<file path="config.mk">
export PLATFORM = sky130hd
export DESIGN_NAME = scancode_line_decoder
export DESIGN_NICKNAME = d
export VERILOG_FILES = /design/src/rtl/scld_pkg.sv /design/src/rtl/scld_ram.sv /design/src/rtl/scld_queue.sv /design/src/rtl/scld_front.sv /design/src/rtl/scld_back.sv /design/src/rtl/scancode_line_decoder.sv
export SDC_FILE = /design/constraint.sdc
export NUM_CORES = 1
export LEC_CHECK = 0
export BUFFER_PORTS_ARGS = -buffer_cell sky130_fd_sc_hd__buf_2
export CAP_MARGIN = 20
export CORE_MARGIN = 3
export CORE_UTILIZATION = 23
export DETAILED_ROUTE_END_ITERATION = 16
export PLACE_DENSITY = 0.44
export REMOVE_ABC_BUFFERS = 1
export SLEW_MARGIN = 5
export SYNTH_ARGS = -nofsm -noshare
export SYNTH_HDL_FRONTEND = slang
export SYNTH_SLANG_ARGS = --single-unit
</file>
<file path="constraint.sdc">
create_clock -name clk -period 4.72 [get_ports clk]
set_input_delay 0.944 -clock clk [delete_from_list [all_inputs] [get_ports clk]]
set_output_delay 0.944 -clock clk [all_outputs]
set_load 0.005 [all_outputs]
</file>
<file path="src/rtl/scld_pkg.sv">
`default_nettype none

package scld_pkg;

    localparam int LEN_W = 6;
    localparam int QUEUE_DEPTH = 4;

    localparam logic [7:0] RELEASE_BIT = 8'h80;
    localparam logic [7:0] MAKE_MAX    = 8'd58;
    localparam logic [6:0] KEY_BKSP    = 7'h0E;
    localparam logic [6:0] KEY_CAPS    = 7'h3A;
    localparam logic [6:0] KEY_CTRL    = 7'h1D;
    localparam logic [6:0] KEY_LSHIFT  = 7'h2A;
    localparam logic [6:0] KEY_ALT     = 7'h38;
    localparam logic [6:0] KEY_ENTER   = 7'h1C;

    localparam logic [1:0] KIND_ECHO  = 2'd0;
    localparam logic [1:0] KIND_ERASE = 2'd1;
    localparam logic [1:0] KIND_CHAR  = 2'd2;
    localparam logic [1:0] KIND_EOL   = 2'd3;

    typedef enum logic [1:0] {
        OP_ECHO  = 2'd0,
        OP_ERASE = 2'd1,
        OP_LINE  = 2'd2
    } op_t;

    typedef struct packed {
        op_t              op;
        logic [7:0]       ch;
        logic             dropped;
        logic             ctrl;
        logic             alt;
        logic [LEN_W-1:0] len;
    } cmd_t;

    // Lower-case key map; letters are shifted to upper case when asked.
    function automatic logic [7:0] char_lookup(input logic [5:0] code, input logic upper);
        logic [7:0] c;
        begin
            case (code)
                6'h02: c = "1";
                6'h03: c = "2";
                6'h04: c = "3";
                6'h05: c = "4";
                6'h06: c = "5";
                6'h07: c = "6";
                6'h08: c = "7";
                6'h09: c = "8";
                6'h0A: c = "9";
                6'h0B: c = "0";
                6'h0C: c = "-";
                6'h0D: c = "=";
                6'h10: c = "q";
                6'h11: c = "w";
                6'h12: c = "e";
                6'h13: c = "r";
                6'h14: c = "t";
                6'h15: c = "y";
                6'h16: c = "u";
                6'h17: c = "i";
                6'h18: c = "o";
                6'h19: c = "p";
                6'h1A: c = "[";
                6'h1B: c = "]";
                6'h1E: c = "a";
                6'h1F: c = "s";
                6'h20: c = "d";
                6'h21: c = "f";
                6'h22: c = "g";
                6'h23: c = "h";
                6'h24: c = "j";
                6'h25: c = "k";
                6'h26: c = "l";
                6'h27: c = ";";
                6'h28: c = 8'h27;
                6'h29: c = 8'h60;
                6'h2B: c = 8'h5C;
                6'h2C: c = "z";
                6'h2D: c = "x";
                6'h2E: c = "c";
                6'h2F: c = "v";
                6'h30: c = "b";
                6'h31: c = "n";
                6'h32: c = "m";
                6'h33: c = ",";
                6'h34: c = ".";
                6'h35: c = "/";
                6'h39: c = " ";
                default: c = "?";
            endcase
            if (upper && (c >= "a") && (c <= "z"))
            begin
                c = c - 8'd32;
            end
            return c;
        end
    endfunction

endpackage

`default_nettype wire

</file>
<file path="src/rtl/scld_ram.sv">
`default_nettype none

module scld_ram #(
    parameter int WIDTH  = 8,
    parameter int DEPTH  = 63,
    parameter int ADDR_W = (DEPTH > 1) ? $clog2(DEPTH) : 1
) (
    input  wire logic              clk,
    input  wire logic              wr_en,
    input  wire logic [ADDR_W-1:0] wr_addr,
    input  wire logic [WIDTH-1:0]  wr_data,
    input  wire logic              rd_en,
    input  wire logic [ADDR_W-1:0] rd_addr,
    output logic      [WIDTH-1:0]  rd_data
);

    logic [WIDTH-1:0] mem [0:DEPTH-1];
    logic [WIDTH-1:0] rd_data_reg;

    always_ff @(posedge clk)
    begin
        if (wr_en)
        begin
            mem[wr_addr] <= wr_data;
        end
        if (rd_en)
        begin
            rd_data_reg <= mem[rd_addr];
        end
    end

    assign rd_data = rd_data_reg;

endmodule

`default_nettype wire

</file>
<file path="src/rtl/scld_queue.sv">
`default_nettype none

module scld_queue (
    input  wire logic          clk,
    input  wire logic          rst_n,
    input  wire logic          push,
    input  wire scld_pkg::cmd_t push_cmd,
    input  wire logic          pop,
    output scld_pkg::cmd_t     head,
    output logic               full,
    output logic               empty
);

    localparam int PTR_W = $clog2(scld_pkg::QUEUE_DEPTH);
    localparam int CNT_W = $clog2(scld_pkg::QUEUE_DEPTH + 1);

    scld_pkg::cmd_t   entries [0:scld_pkg::QUEUE_DEPTH-1];
    logic [PTR_W-1:0] wr_ptr_reg, wr_ptr_next;
    logic [PTR_W-1:0] rd_ptr_reg, rd_ptr_next;
    logic [CNT_W-1:0] count_reg, count_next;
    logic             do_push;
    logic             do_pop;

    assign full    = (count_reg == CNT_W'(scld_pkg::QUEUE_DEPTH));
    assign empty   = (count_reg == '0);
    assign do_push = push && !full;
    assign do_pop  = pop && !empty;
    assign head    = entries[rd_ptr_reg];

    always_comb
    begin
        wr_ptr_next = wr_ptr_reg;
        rd_ptr_next = rd_ptr_reg;
        count_next  = count_reg;
        if (do_push)
        begin
            wr_ptr_next = (wr_ptr_reg == PTR_W'(scld_pkg::QUEUE_DEPTH - 1)) ? '0
                          : wr_ptr_reg + PTR_W'(1);
        end
        if (do_pop)
        begin
            rd_ptr_next = (rd_ptr_reg == PTR_W'(scld_pkg::QUEUE_DEPTH - 1)) ? '0
                          : rd_ptr_reg + PTR_W'(1);
        end
        if (do_push && !do_pop)
        begin
            count_next = count_reg + CNT_W'(1);
        end
        else if (do_pop && !do_push)
        begin
            count_next = count_reg - CNT_W'(1);
        end
    end

    always_ff @(posedge clk or negedge rst_n)
    begin
        if (!rst_n)
        begin
            wr_ptr_reg <= '0;
            rd_ptr_reg <= '0;
            count_reg  <= '0;
        end
        else
        begin
            wr_ptr_reg <= wr_ptr_next;
            rd_ptr_reg <= rd_ptr_next;
            count_reg  <= count_next;
        end
    end

    always_ff @(posedge clk)
    begin
        if (do_push)
        begin
            entries[wr_ptr_reg] <= push_cmd;
        end
    end

endmodule

`default_nettype wire

</file>
<file path="src/rtl/scld_front.sv">
`default_nettype none

module scld_front #(
    parameter int LINE_CHARS = 63
) (
    input  wire logic       clk,
    input  wire logic       rst_n,
    input  wire logic       accept,
    input  wire logic [7:0] scancode,
    output logic            push,
    output scld_pkg::cmd_t  push_cmd
);

    logic                       caps_reg, caps_next;
    logic                       ctrl_reg, ctrl_next;
    logic                       alt_reg, alt_next;
    logic [scld_pkg::LEN_W-1:0] len_reg, len_next;
    logic [6:0]                 code;
    logic [7:0]                 mapped;

    assign code   = scancode[6:0];
    assign mapped = scld_pkg::char_lookup(scancode[5:0], caps_reg);

    always_comb
    begin
        caps_next        = caps_reg;
        ctrl_next        = ctrl_reg;
        alt_next         = alt_reg;
        len_next         = len_reg;
        push             = 1'b0;
        push_cmd.op      = scld_pkg::OP_ECHO;
        push_cmd.ch      = mapped;
        push_cmd.dropped = 1'b0;
        push_cmd.ctrl    = ctrl_reg;
        push_cmd.alt     = alt_reg;
        push_cmd.len     = len_reg;
        if (accept)
        begin
            if ((scancode & scld_pkg::RELEASE_BIT) != 8'h00)
            begin
                if (code == scld_pkg::KEY_CTRL)
                begin
                    ctrl_next = 1'b0;
                end
                if (code == scld_pkg::KEY_LSHIFT)
                begin
                    caps_next = 1'b0;
                end
                if (code == scld_pkg::KEY_ALT)
                begin
                    alt_next = 1'b0;
                end
            end
            else if (scancode <= scld_pkg::MAKE_MAX)
            begin
                if (code == scld_pkg::KEY_BKSP)
                begin
                    if (len_reg != '0)
                    begin
                        len_next    = len_reg - scld_pkg::LEN_W'(1);
                        push        = 1'b1;
                        push_cmd.op = scld_pkg::OP_ERASE;
                    end
                end
                else if (code == scld_pkg::KEY_ENTER)
                begin
                    len_next    = '0;
                    push        = 1'b1;
                    push_cmd.op = scld_pkg::OP_LINE;
                end
                else if (code == scld_pkg::KEY_CAPS)
                begin
                    caps_next = !caps_reg;
                end
                else if (code == scld_pkg::KEY_LSHIFT)
                begin
                    caps_next = 1'b1;
                end
                else if (code == scld_pkg::KEY_CTRL)
                begin
                    ctrl_next = 1'b1;
                end
                else if (code == scld_pkg::KEY_ALT)
                begin
                    alt_next = 1'b1;
                end
                else
                begin
                    push = 1'b1;
                    if (len_reg < scld_pkg::LEN_W'(LINE_CHARS))
                    begin
                        len_next = len_reg + scld_pkg::LEN_W'(1);
                    end
                    else
                    begin
                        push_cmd.dropped = 1'b1;
                    end
                end
            end
        end
    end

    always_ff @(posedge clk or negedge rst_n)
    begin
        if (!rst_n)
        begin
            caps_reg <= 1'b0;
            ctrl_reg <= 1'b0;
            alt_reg  <= 1'b0;
            len_reg  <= '0;
        end
        else
        begin
            caps_reg <= caps_next;
            ctrl_reg <= ctrl_next;
            alt_reg  <= alt_next;
            len_reg  <= len_next;
        end
    end

endmodule

`default_nettype wire

</file>
<file path="src/rtl/scld_back.sv">
`default_nettype none

module scld_back #(
    parameter int LINE_CHARS = 63
) (
    input  wire logic          clk,
    input  wire logic          rst_n,
    input  wire scld_pkg::cmd_t head,
    input  wire logic          empty,
    output logic               pop,
    output logic               out_valid,
    input  wire logic          out_stall,
    output logic [1:0]         kind,
    output logic [7:0]         ch,
    output logic               dropped,
    output logic               ctrl_down,
    output logic               alt_down,
    output logic               last
);

    localparam int ADDR_W = (LINE_CHARS > 1) ? $clog2(LINE_CHARS) : 1;

    typedef enum logic [2:0] {
        ST_IDLE = 3'b001,
        ST_LOAD = 3'b010,
        ST_EOL  = 3'b100
    } state_t;

    state_t                     state_reg, state_next;
    logic [scld_pkg::LEN_W-1:0] idx_reg, idx_next;
    logic [scld_pkg::LEN_W-1:0] len_reg, len_next;
    logic                       lctrl_reg, lctrl_next;
    logic                       lalt_reg, lalt_next;
    logic                       valid_reg, valid_next;
    logic [1:0]                 kind_reg, kind_next;
    logic [7:0]                 ch_reg, ch_next;
    logic                       dropped_reg, dropped_next;
    logic                       ctrl_reg, ctrl_next;
    logic                       alt_reg, alt_next;
    logic                       last_reg, last_next;
    logic                       out_free;
    logic                       wr_en;
    logic                       rd_en;
    logic [ADDR_W-1:0]          rd_addr;
    logic [7:0]                 rd_data;
    logic [scld_pkg::LEN_W-1:0] idx_inc;

    assign out_free = !valid_reg || !out_stall;
    assign idx_inc  = idx_reg + scld_pkg::LEN_W'(1);

    always_comb
    begin
        state_next   = state_reg;
        idx_next     = idx_reg;
        len_next     = len_reg;
        lctrl_next   = lctrl_reg;
        lalt_next    = lalt_reg;
        valid_next   = valid_reg && out_stall;
        kind_next    = kind_reg;
        ch_next      = ch_reg;
        dropped_next = dropped_reg;
        ctrl_next    = ctrl_reg;
        alt_next     = alt_reg;
        last_next    = last_reg;
        pop          = 1'b0;
        wr_en        = 1'b0;
        rd_en        = 1'b0;
        rd_addr      = '0;
        case (state_reg)
            ST_IDLE:
            begin
                if (!empty && out_free)
                begin
                    pop          = 1'b1;
                    ctrl_next    = head.ctrl;
                    alt_next     = head.alt;
                    dropped_next = 1'b0;
                    ch_next      = 8'h00;
                    last_next    = 1'b1;
                    case (head.op)
                        scld_pkg::OP_ECHO:
                        begin
                            valid_next   = 1'b1;
                            kind_next    = scld_pkg::KIND_ECHO;
                            ch_next      = head.ch;
                            dropped_next = head.dropped;
                            wr_en        = !head.dropped;
                        end
                        scld_pkg::OP_ERASE:
                        begin
                            valid_next = 1'b1;
                            kind_next  = scld_pkg::KIND_ERASE;
                        end
                        scld_pkg::OP_LINE:
                        begin
                            if (head.len == '0)
                            begin
                                valid_next = 1'b1;
                                kind_next  = scld_pkg::KIND_EOL;
                            end
                            else
                            begin
                                rd_en      = 1'b1;
                                idx_next   = '0;
                                len_next   = head.len;
                                lctrl_next = head.ctrl;
                                lalt_next  = head.alt;
                                state_next = ST_LOAD;
                            end
                        end
                        default:
                        begin
                            valid_next = 1'b0;
                        end
                    endcase
                end
            end
            ST_LOAD:
            begin
                if (out_free)
                begin
                    valid_next   = 1'b1;
                    kind_next    = scld_pkg::KIND_CHAR;
                    ch_next      = rd_data;
                    dropped_next = 1'b0;
                    ctrl_next    = lctrl_reg;
                    alt_next     = lalt_reg;
                    last_next    = 1'b0;
                    if (idx_inc < len_reg)
                    begin
                        rd_en    = 1'b1;
                        rd_addr  = idx_inc[ADDR_W-1:0];
                        idx_next = idx_inc;
                    end
                    else
                    begin
                        state_next = ST_EOL;
                    end
                end
            end
            ST_EOL:
            begin
                if (out_free)
                begin
                    valid_next   = 1'b1;
                    kind_next    = scld_pkg::KIND_EOL;
                    ch_next      = 8'h00;
                    dropped_next = 1'b0;
                    ctrl_next    = lctrl_reg;
                    alt_next     = lalt_reg;
                    last_next    = 1'b1;
                    state_next   = ST_IDLE;
                end
            end
            default:
            begin
                state_next = ST_IDLE;
            end
        endcase
    end

    scld_ram #(
        .WIDTH (8),
        .DEPTH (LINE_CHARS),
        .ADDR_W(ADDR_W)
    ) u_line_ram (
        .clk    (clk),
        .wr_en  (wr_en),
        .wr_addr(head.len[ADDR_W-1:0]),
        .wr_data(head.ch),
        .rd_en  (rd_en),
        .rd_addr(rd_addr),
        .rd_data(rd_data)
    );

    always_ff @(posedge clk or negedge rst_n)
    begin
        if (!rst_n)
        begin
            state_reg <= ST_IDLE;
            valid_reg <= 1'b0;
        end
        else
        begin
            state_reg <= state_next;
            valid_reg <= valid_next;
        end
    end

    always_ff @(posedge clk)
    begin
        idx_reg     <= idx_next;
        len_reg     <= len_next;
        lctrl_reg   <= lctrl_next;
        lalt_reg    <= lalt_next;
        kind_reg    <= kind_next;
        ch_reg      <= ch_next;
        dropped_reg <= dropped_next;
        ctrl_reg    <= ctrl_next;
        alt_reg     <= alt_next;
        last_reg    <= last_next;
    end

    assign out_valid = valid_reg;
    assign kind      = kind_reg;
    assign ch        = ch_reg;
    assign dropped   = dropped_reg;
    assign ctrl_down = ctrl_reg;
    assign alt_down  = alt_reg;
    assign last      = last_reg;

endmodule

`default_nettype wire

</file>
<file path="src/rtl/scancode_line_decoder.sv">
// Line editor driven by set-1 keyboard scancodes.
// Input channel: one scancode byte per item on scancode, with in_valid and
// in_stall. Output channel: one result per item on kind, ch, dropped,
// ctrl_down, alt_down and last, with out_valid and out_stall.
// The front decodes each scancode in the cycle it is accepted, updates the
// modifier flags and the line length, and posts a command to a four-entry
// queue; modifier keys, releases and ignored codes post nothing.
// The back executes commands in order and owns the line memory.
// An echo or erase result passes through the queue and the result register.
// Enter on a line of N characters gives N + 1 results: when N > 0 the back
// first reads the memory's registered read port, then gives the characters
// one per cycle while out_stall is low, and last the end-of-line result.
// The input takes one scancode per cycle until the queue is full.
// When the receiver stalls, the result register holds its value and the
// queue fills; in_stall rises once four commands wait.
// Reset clears the flags, the line length, the queue and the output valid.
`default_nettype none

module scancode_line_decoder #(
    parameter int LINE_CHARS = 63
) (
    input  wire logic       clk,
    input  wire logic       rst_n,
    input  wire logic       in_valid,
    output logic            in_stall,
    input  wire logic [7:0] scancode,
    output logic            out_valid,
    input  wire logic       out_stall,
    output logic [1:0]      kind,
    output logic [7:0]      ch,
    output logic            dropped,
    output logic            ctrl_down,
    output logic            alt_down,
    output logic            last
);

    scld_pkg::cmd_t push_cmd;
    scld_pkg::cmd_t head;
    logic           push;
    logic           pop;
    logic           full;
    logic           empty;
    logic           accept;

    assign in_stall = full;
    assign accept   = in_valid && !full;

    scld_front #(
        .LINE_CHARS(LINE_CHARS)
    ) u_front (
        .clk     (clk),
        .rst_n   (rst_n),
        .accept  (accept),
        .scancode(scancode),
        .push    (push),
        .push_cmd(push_cmd)
    );

    scld_queue u_queue (
        .clk     (clk),
        .rst_n   (rst_n),
        .push    (push),
        .push_cmd(push_cmd),
        .pop     (pop),
        .head    (head),
        .full    (full),
        .empty   (empty)
    );

    scld_back #(
        .LINE_CHARS(LINE_CHARS)
    ) u_back (
        .clk      (clk),
        .rst_n    (rst_n),
        .head     (head),
        .empty    (empty),
        .pop      (pop),
        .out_valid(out_valid),
        .out_stall(out_stall),
        .kind     (kind),
        .ch       (ch),
        .dropped  (dropped),
        .ctrl_down(ctrl_down),
        .alt_down (alt_down),
        .last     (last)
    );

    a_more_follows: assert property (@(posedge clk) disable iff (!rst_n)
        out_valid && !out_stall && !last |=> out_valid)
        else $error("line stream broke before its end-of-line result");

    a_mid_is_char: assert property (@(posedge clk) disable iff (!rst_n)
        out_valid && !last |-> kind == scld_pkg::KIND_CHAR)
        else $error("a result other than a line character is not final");

    a_drop_on_echo: assert property (@(posedge clk) disable iff (!rst_n)
        out_valid && dropped |-> kind == scld_pkg::KIND_ECHO && last)
        else $error("drop mark on a result that is not an echo");

    a_empty_char: assert property (@(posedge clk) disable iff (!rst_n)
        out_valid && (kind == scld_pkg::KIND_ERASE || kind == scld_pkg::KIND_EOL)
        |-> ch == 8'h00)
        else $error("erase or end-of-line result carries a character");

endmodule

`default_nettype wire
</file>
### Yosys cells after proc, flatten, opt, wreduce, memory -nomap -nowiden

Memory sizes are Yosys's and may differ from the RTL's. A register that Yosys moved wholly into a read port is not among the register bits.
Cells that the tools add are included.

* memories kept: 3
* register bits: 48
* logic and storage cells: 236
* memory bits (read-only): 448
* bits in writable memories: 580
* bits of input ports: 12
* output and inout bits: 16

Memories
* u_back.u_line_ram.mem: depth 63, bits a word 8, rd ports 1, clocked after Yosys merged registers in 1, write ports 1, RTL line scld_ram.sv:17 `logic [WIDTH-1:0] mem [0:DEPTH-1];`
* (no name shown): depth 64, bits a word 7, rd ports 1, clocked after Yosys merged registers in 0, write ports 0, RTL line scld_pkg.sv:41 `case (code)`
* u_queue.entries: depth 4, bits a word 19, rd ports 1, clocked after Yosys merged registers in 0, write ports 1, RTL line scld_queue.sv:17 `scld_pkg::cmd_t entries [0:scld_pkg::QUEUE_DEPTH-1];`

* reduce and logical (&&, ||, !) cells: 41
* multiplexer cells: 123
* order comparisons: 5
* equal/unequal tests: 35
* bitwise logic cells: 2
* add/sub/neg operators: 8

Operators with widths (count)
* 6-bit two-way mux: 16
* 1-bit two-way mux: 71
* 8-bit two-way mux: 5
* 3-bit two-way mux: 8
* 8-bit one-hot mux with 3 select lines: 1
* 6-bit AND reduction: 4
* 2-bit two-way mux: 11
* 7-bit by 6-bit equality test with 1-bit output (second input constant): 3
* 2-bit inequality test (second input constant): 9
* 7-bit by 5-bit equality test with 1-bit output (second input constant): 2
* 6-bit by 1-bit adder with 6-bit output (second input constant): 2
* 2-bit by 1-bit inequality test with 1-bit output (second input constant): 6
* 1-bit one-hot mux with 2 select lines: 6
* 2-bit one-hot mux with 3 select lines: 2
* 6-bit one-hot mux with 2 select lines: 1
* 2-bit nonzero test: 5
* 1-bit logical AND: 9
* 3-bit inequality test (second input constant): 3
* 3-bit one-hot mux with 3 select lines: 1
* 9-bit AND reduction: 1
* 8-bit by 7-bit >= comparator with 1-bit output (second input constant): 1
* 8-bit by 6-bit less-or-equal comparator with 1-bit output (second input constant): 1
* 8-bit by 7-bit less-or-equal comparator with 1-bit output (second input constant): 1
* 1-bit zero test: 8
* 29 further kinds: 37

### Depth between registers and ports, before layout

* depth in word-level cells: 15
* gate-level depth with buffers: 16

### By module

A second synthesis with hierarchy kept.

* cells, all modules: 1449
* area, all modules: 26429.1 um^2

By module, submodules not included
* scld_ram: times used 1, cells an instance 951, sequential area each 15374.7 um^2, area each 19924.1 um^2
* scld_queue: times used 1, cells an instance 136, sequential area each 2457.4 um^2, area each 3190.6 um^2
* scld_front: times used 1, cells an instance 223, sequential area each 225.2 um^2, area each 1657.8 um^2
* scld_back: times used 1, cells an instance 138, sequential area each 942.2 um^2, area each 1642.8 um^2
* scancode_line_decoder: times used 1, cells an instance 1, sequential area each 0.0 um^2, area each 13.8 um^2

### Worst setup path before layout

OpenSTA, ideal clock, no wires.

* path type: reg2reg
* start: register u_back.idx_reg[0] (netlist name)
* end: register u_back.u_line_ram.rd_data_reg[0], in the netlist u_back.u_line_ram.rd_data[0], read port of u_back.u_line_ram.mem, data pin
* stages on the path, launching flop included: 15
* period minus slack after synthesis: 3.681 ns
* path slack: 1.039 ns
* data arrival time: 3.423 ns
* buffers on the path: 3
* cell sequence: edfxtp_1 > ha_1 > xnor2_1 > inv_2 > clkbuf_1 > clkbuf_1 > ha_1 > and4_1 > o21ai_1 > and3_1 > buf_2 > mux2i_1 > a2111oi_0 > or4_1 > o2bb2ai_1

* longest elaborated chain between the ends: 5
* elaborated cells on any way between the ends: 8
* classes of those cells: 1 x add/sub; 1 x order compare; 6 x mux

RTL lines
* start, declared: RTL line scld_back.sv:30 `logic [scld_pkg::LEN_W-1:0] idx_reg, idx_next;`
* start signal, assigned: RTL line scld_back.sv:192 `idx_reg <= idx_next;`
* 6-bit by 1-bit adder with 6-bit output *: RTL line scld_back.sv:49 `assign idx_inc = idx_reg + scld_pkg::LEN_W'(1);`
* via u_back.idx_inc (one bit): RTL line scld_back.sv:46 `logic [scld_pkg::LEN_W-1:0] idx_inc;`
* 6-bit less-than comparator: RTL line scld_back.sv:129 `if (idx_inc < len_reg)`
* 1-bit two-way mux or 6-bit two-way mux (tied branches): RTL line scld_back.sv:129
* 1-bit two-way mux or 6-bit two-way mux (tied branches): RTL line scld_back.sv:120 `if (out_free)`
* 1-bit one-hot mux with 2 select lines or 6-bit two-way mux (tied branches): RTL line scld_back.sv:69 `case (state_reg)`
* end, declared: RTL line scld_ram.sv:18 `logic [WIDTH-1:0] rd_data_reg;`

The timed path passes the listed nets; every way through them passes the cells marked *.
A chain may end at the register's enable or synchronous reset.

### Worst setup path in the final report

* start: register u_queue.rd_ptr_reg[0]
* end: memory u_back.u_line_ram.mem[26][1] (enable)

* longest elaborated chain between the ends: 7
* elaborated cells on any way between the ends: 8
* classes of those cells: 5 x mux; 2 x reduce/logical; 1 x memory

RTL lines
* start, declared: RTL line scld_queue.sv:19 `logic [PTR_W-1:0] rd_ptr_reg, rd_ptr_next;`
* start signal, assigned: RTL line scld_queue.sv:66 `rd_ptr_reg <= rd_ptr_next;`
* memory 4 x 19 bit *
* 2-bit zero test or 1-bit zero test (tied branches): RTL line scld_back.sv:80, scld_back.sv:87
* 1-bit two-way mux: RTL line scld_back.sv:80 `case (head.op)`
* 1-bit two-way mux: RTL line scld_back.sv:72 `if (!empty && out_free)`
* 1-bit two-way mux: RTL line scld_back.sv:69
* 1-bit two-way mux: RTL line scld_ram.sv:22 `if (wr_en)`
* 1-bit two-way mux (implied by the code): RTL line scld_ram.sv:24 `mem[wr_addr] <= wr_data;`
* end, declared: RTL line scld_ram.sv:17

Every way passes the cells marked *; elsewhere a longest branch is shown, timed or not.

==> metrics.md <==
| Metric | Value |
|---|---|
| Status | `finished clean` |
| Worst-Skew Late Latency | `630 ps` |
| CTS root buf | `clkbuf_16` |
| Routed via count | `about 16000` |
| Share of post-route cells with drive strength above 1 | `19.22%` |
| RR Startpoint | `u_queue.rd_ptr_reg[0]` |
| Worst-margin pin slew | `about 1000 ps` |
| Setup-failing EPs final | `0` |
| Die Y | `348.8 um` |
| CP Launch Type | `register` |
| Worst setup EP type | `register` |
| Post-synth top flop | `edfxtp_1` |
| CP Data Arrival Time | `between 4000 and 5000 ps` |
| Port Buf Inserts | `27` |
| Routed WL | `just over 80 mm` |
| Area of the multi-input gates | `between 0.007 and 0.008 mm2` |
| Worst Setup Path Type | `reg2reg` |
| Clk_skew | `~40 ps` |
| Register bit total from synthesis | `636` |
| RSZ-0062 raised after global routing | `false` |
| Global-route wire length before repair | `~120 mm` |
| Clock-pin transition on the worst setup and hold timing paths | `60 ps` |
| VDD IR max | `between 0.2 and 0.3 mV` |
| Switching Fraction | `32.87%` |
| R2R depth | `6` |
| Total GRT Usage | `13.10%` |
| Post-route setup slack | `about 470 ps` |
| Critical Path Sink | `u_back.u_line_ram.mem[26][1]` |
| Sw power | `5.617 mW` |
| Core Area | `between 0.1 and 0.15 mm2` |
| Post-synth ARST share | `~3.1%` |
| Critical path depth | `6` |
| Hpwl dp | `51.49 mm` |
| Yosys top cell area share | `between 60% and 70%` |
| Starting Density | `between 20% and 30%` |
| Crit-path max cell delay | `just over 900 ps` |
| Setup WS pre-CTS | `273.3 ps` |
| Cts bufs inserted | `69` |
| Largest register FFs | `approximately 500` |
| Initial antenna violation count | `0` |
| Yosys warning total | `0` |
| Most frequent cells in the layout | `edfxtp_1, nor2_1, buf_4` |
| Final nets | `around 1900` |
| Top reg by flops | `u_back.u_line_ram.mem` |
| PD cells | `541.3 mW/mm2` |
| Placed insts | `3280` |
| Most common cell after layout, fill and taps aside | `edfxtp_1` |
| Clk buf depth | `3` |
| Setup bufs post-CTS | `0` |
| Row count | `125` |
| Reg power frac | `roughly 44%` |
| Post_cts resized | `0` |
| Cell Area, Synth | `about 0.027 mm2` |
| Synth area leaders | `edfxtp_1, mux4_2, mux2i_1` |
| Largest net degree at the start of global routing | `115` |
| Drt initial violations | `~1500` |
| Antenna-violating nets left | `0` |
| Layout fillers | `11870` |
| Worst path bufs/invs | `1` |
| Fin crit period | `between 4000 and 5000 ps` |
| Tcrit/Tclk final | `roughly nine tenths` |
| Drt wl/cell | `between 20 and 25 um` |
| Fin. Hold Viols | `0` |
| Finished Layout Cells | `approximately 3400` |
| DRC errors left | `0` |
| LEAKAGE | `about 10 nW` |
| Yosys top cell by area | `edfxtp_1` |
| Reg-to-Reg End | `u_back.u_line_ram.mem[26][1]` |
| Cell variety after synth | `between 80 and 90` |
| Slew Limit Fails | `0` |
| H-tree levels | `3` |
| Critical Path Fanout Max | `10` |
| EDFF count, synth | `between 600 and 700` |
| DR pass1 iterations | `5` |
| Post-Syn Instances | `around 1700` |
| Power share of the combinational group | `about a quarter` |
| Register area | `0.01900 mm2` |
| Power share of the clock group | `between 30% and 40%` |
| R2R Setup Slk | `approximately 470 ps` |
| Crit path launch | `u_queue.rd_ptr_reg[0]` |
| Largest delay share family, worst path | `simple AND/OR/NAND/NOR gates` |
| CTS tree | `yes` |
| GR Overflow Total | `0` |
| Worst Path Required | `between 4000 and 5000 ps` |
| RePlAce Congestion | `0.8704` |
| Sequential cell area fraction in the yosys report | `70.30%` |
| Vias in the first global route | `16120` |
| CP Cell Sequence | `mux4_2, inv_1, ha_1, nor4b_2, nand2_1, nor2_1` |
| Int Pwr | `about 11 mW` |
| Worst min-delay path class | `in2async` |
| Max Cap Viol | `0` |
| Slowest cell on the critical path | `nor2_1` |
| Via density | `~4.7` |
| Syn avg cell area | `between 15 and 20 um2` |
| Die area | `about 0.12 mm2` |
| Area Growth Syn to Fin | `16.80%` |
| Setup_tns | `0 ps` |
| Largest registers | `u_back.u_line_ram.mem: 504 flops, u_queue.entries: 76 flops` |
| Die X | `between 300 and 400 um` |
| F_max | `235.2 MHz` |
| Hold_buf cts | `0` |
| Max_slew headroom | `between 30% and 40%` |
| Clock Sinks | `around 640` |
| Number of I/O pins | `28` |
-- logic make-up after synthesis --
| group | after synthesis | synth area share, % |
|---|---|---|
| buf+inv | 145 | 2.384 |
| compound gates | 377 | 9.444 |
| simple gates | 365 | 6.828 |
| flops | 636 | 70.30 |
| xor+xnor | 9 | 0.3195 |
| mux | 166 | 9.171 |
| fa+ha+maj | 33 | 1.555 |
-- worst min-delay path by stage --
stage | slack (ps) | startpoint | to
6_report | 330 | rst_n | u_queue.wr_ptr_reg[0]
5_1_grt | 340 | rst_n | u_queue.wr_ptr_reg[0]
4_1_cts | 320 | rst_n | u_front.len_reg[1]
3_5_place_dp | 500 | u_queue.count_reg[2] | u_queue.count_reg[2]
3_3_place_gp | 470 | u_queue.count_reg[2] | u_queue.count_reg[2]
2_1_floorplan | 450 | u_queue.count_reg[2] | u_queue.count_reg[2]
-- routing by layer --
layer / vias up / global-route usage (%) / part of all wire (%)
met5: - / 0 / 0
met4: 0 / 3.151 / 2.0
met3: 106 / 3.059 / 6.5
met2: 486 / 20.34 / 45
met1: 8451 / 18.48 / 46
li1: 7099 / - / -
-- per-stage QoR --
| stage | hold slack, ps | area [um2] | utilization [%] | power, mW |
|---|---|---|---|---|
| 2_1_floorplan | 447.1 | 26520 | - | 9.902 |
| 6_report | 330.7 | 31570 | 27.13 | 17.09 |
| 4_1_cts | 318.7 | 31560 | 27.13 | 17.30 |
| 5_1_grt | 339.2 | 31560 | 27.13 | 17.81 |
| 3_5_place_dp | 499.5 | 29430 | 25.29 | 12.05 |
| 3_3_place_gp | 465.4 | 29410 | 25.28 | 11.96 |
-- cell usage after synthesis (16+ instances only) --
master / instances
ha_1: 32
a21oi_1: 59
mux2_2: 43
clkbuf_1: 47
dfrtp_1: 19
a31oi_1: 28
a22oi_1: 16
a211oi_1: 26
buf_2: 53
o22ai_1: 22
nor2_1: 123
nor3_1: 18
inv_1: 31
mux4_2: 61
nand2_1: 93
mux2i_1: 62
o21ai_0: 87
nand3_1: 35
edfxtp_1: 616
-- power groups by stage --
stage / combinational (mW) / sequential, mW / clock [mW]
3_5_place_dp: 4.45 / 7.60 / 0
2_1_floorplan: 2.26 / 7.64 / 0
5_1_grt: 4.72 / 7.51 / 5.58
6_report: 4.39 / 7.48 / 5.22
4_1_cts: 4.45 / 7.49 / 5.37
3_3_place_gp: 4.37 / 7.59 / 0
-- layout make-up --
| type | instances | share of cell area [%] |
|---|---|---|
| well taps | 1524 | 6.041 |
| clock inverters | 32 | 0.8998 |
| flip-flops and latches | 636 | 60.19 |
| inverters | 36 | 0.4360 |
| multi-input cells | 950 | 23.48 |
| repair buffers | 134 | 3.092 |
| clock buffers | 90 | 5.854 |
| diodes | 1 | 0.007927 |
No activity file was read; power rests on OpenSTA's default activity.
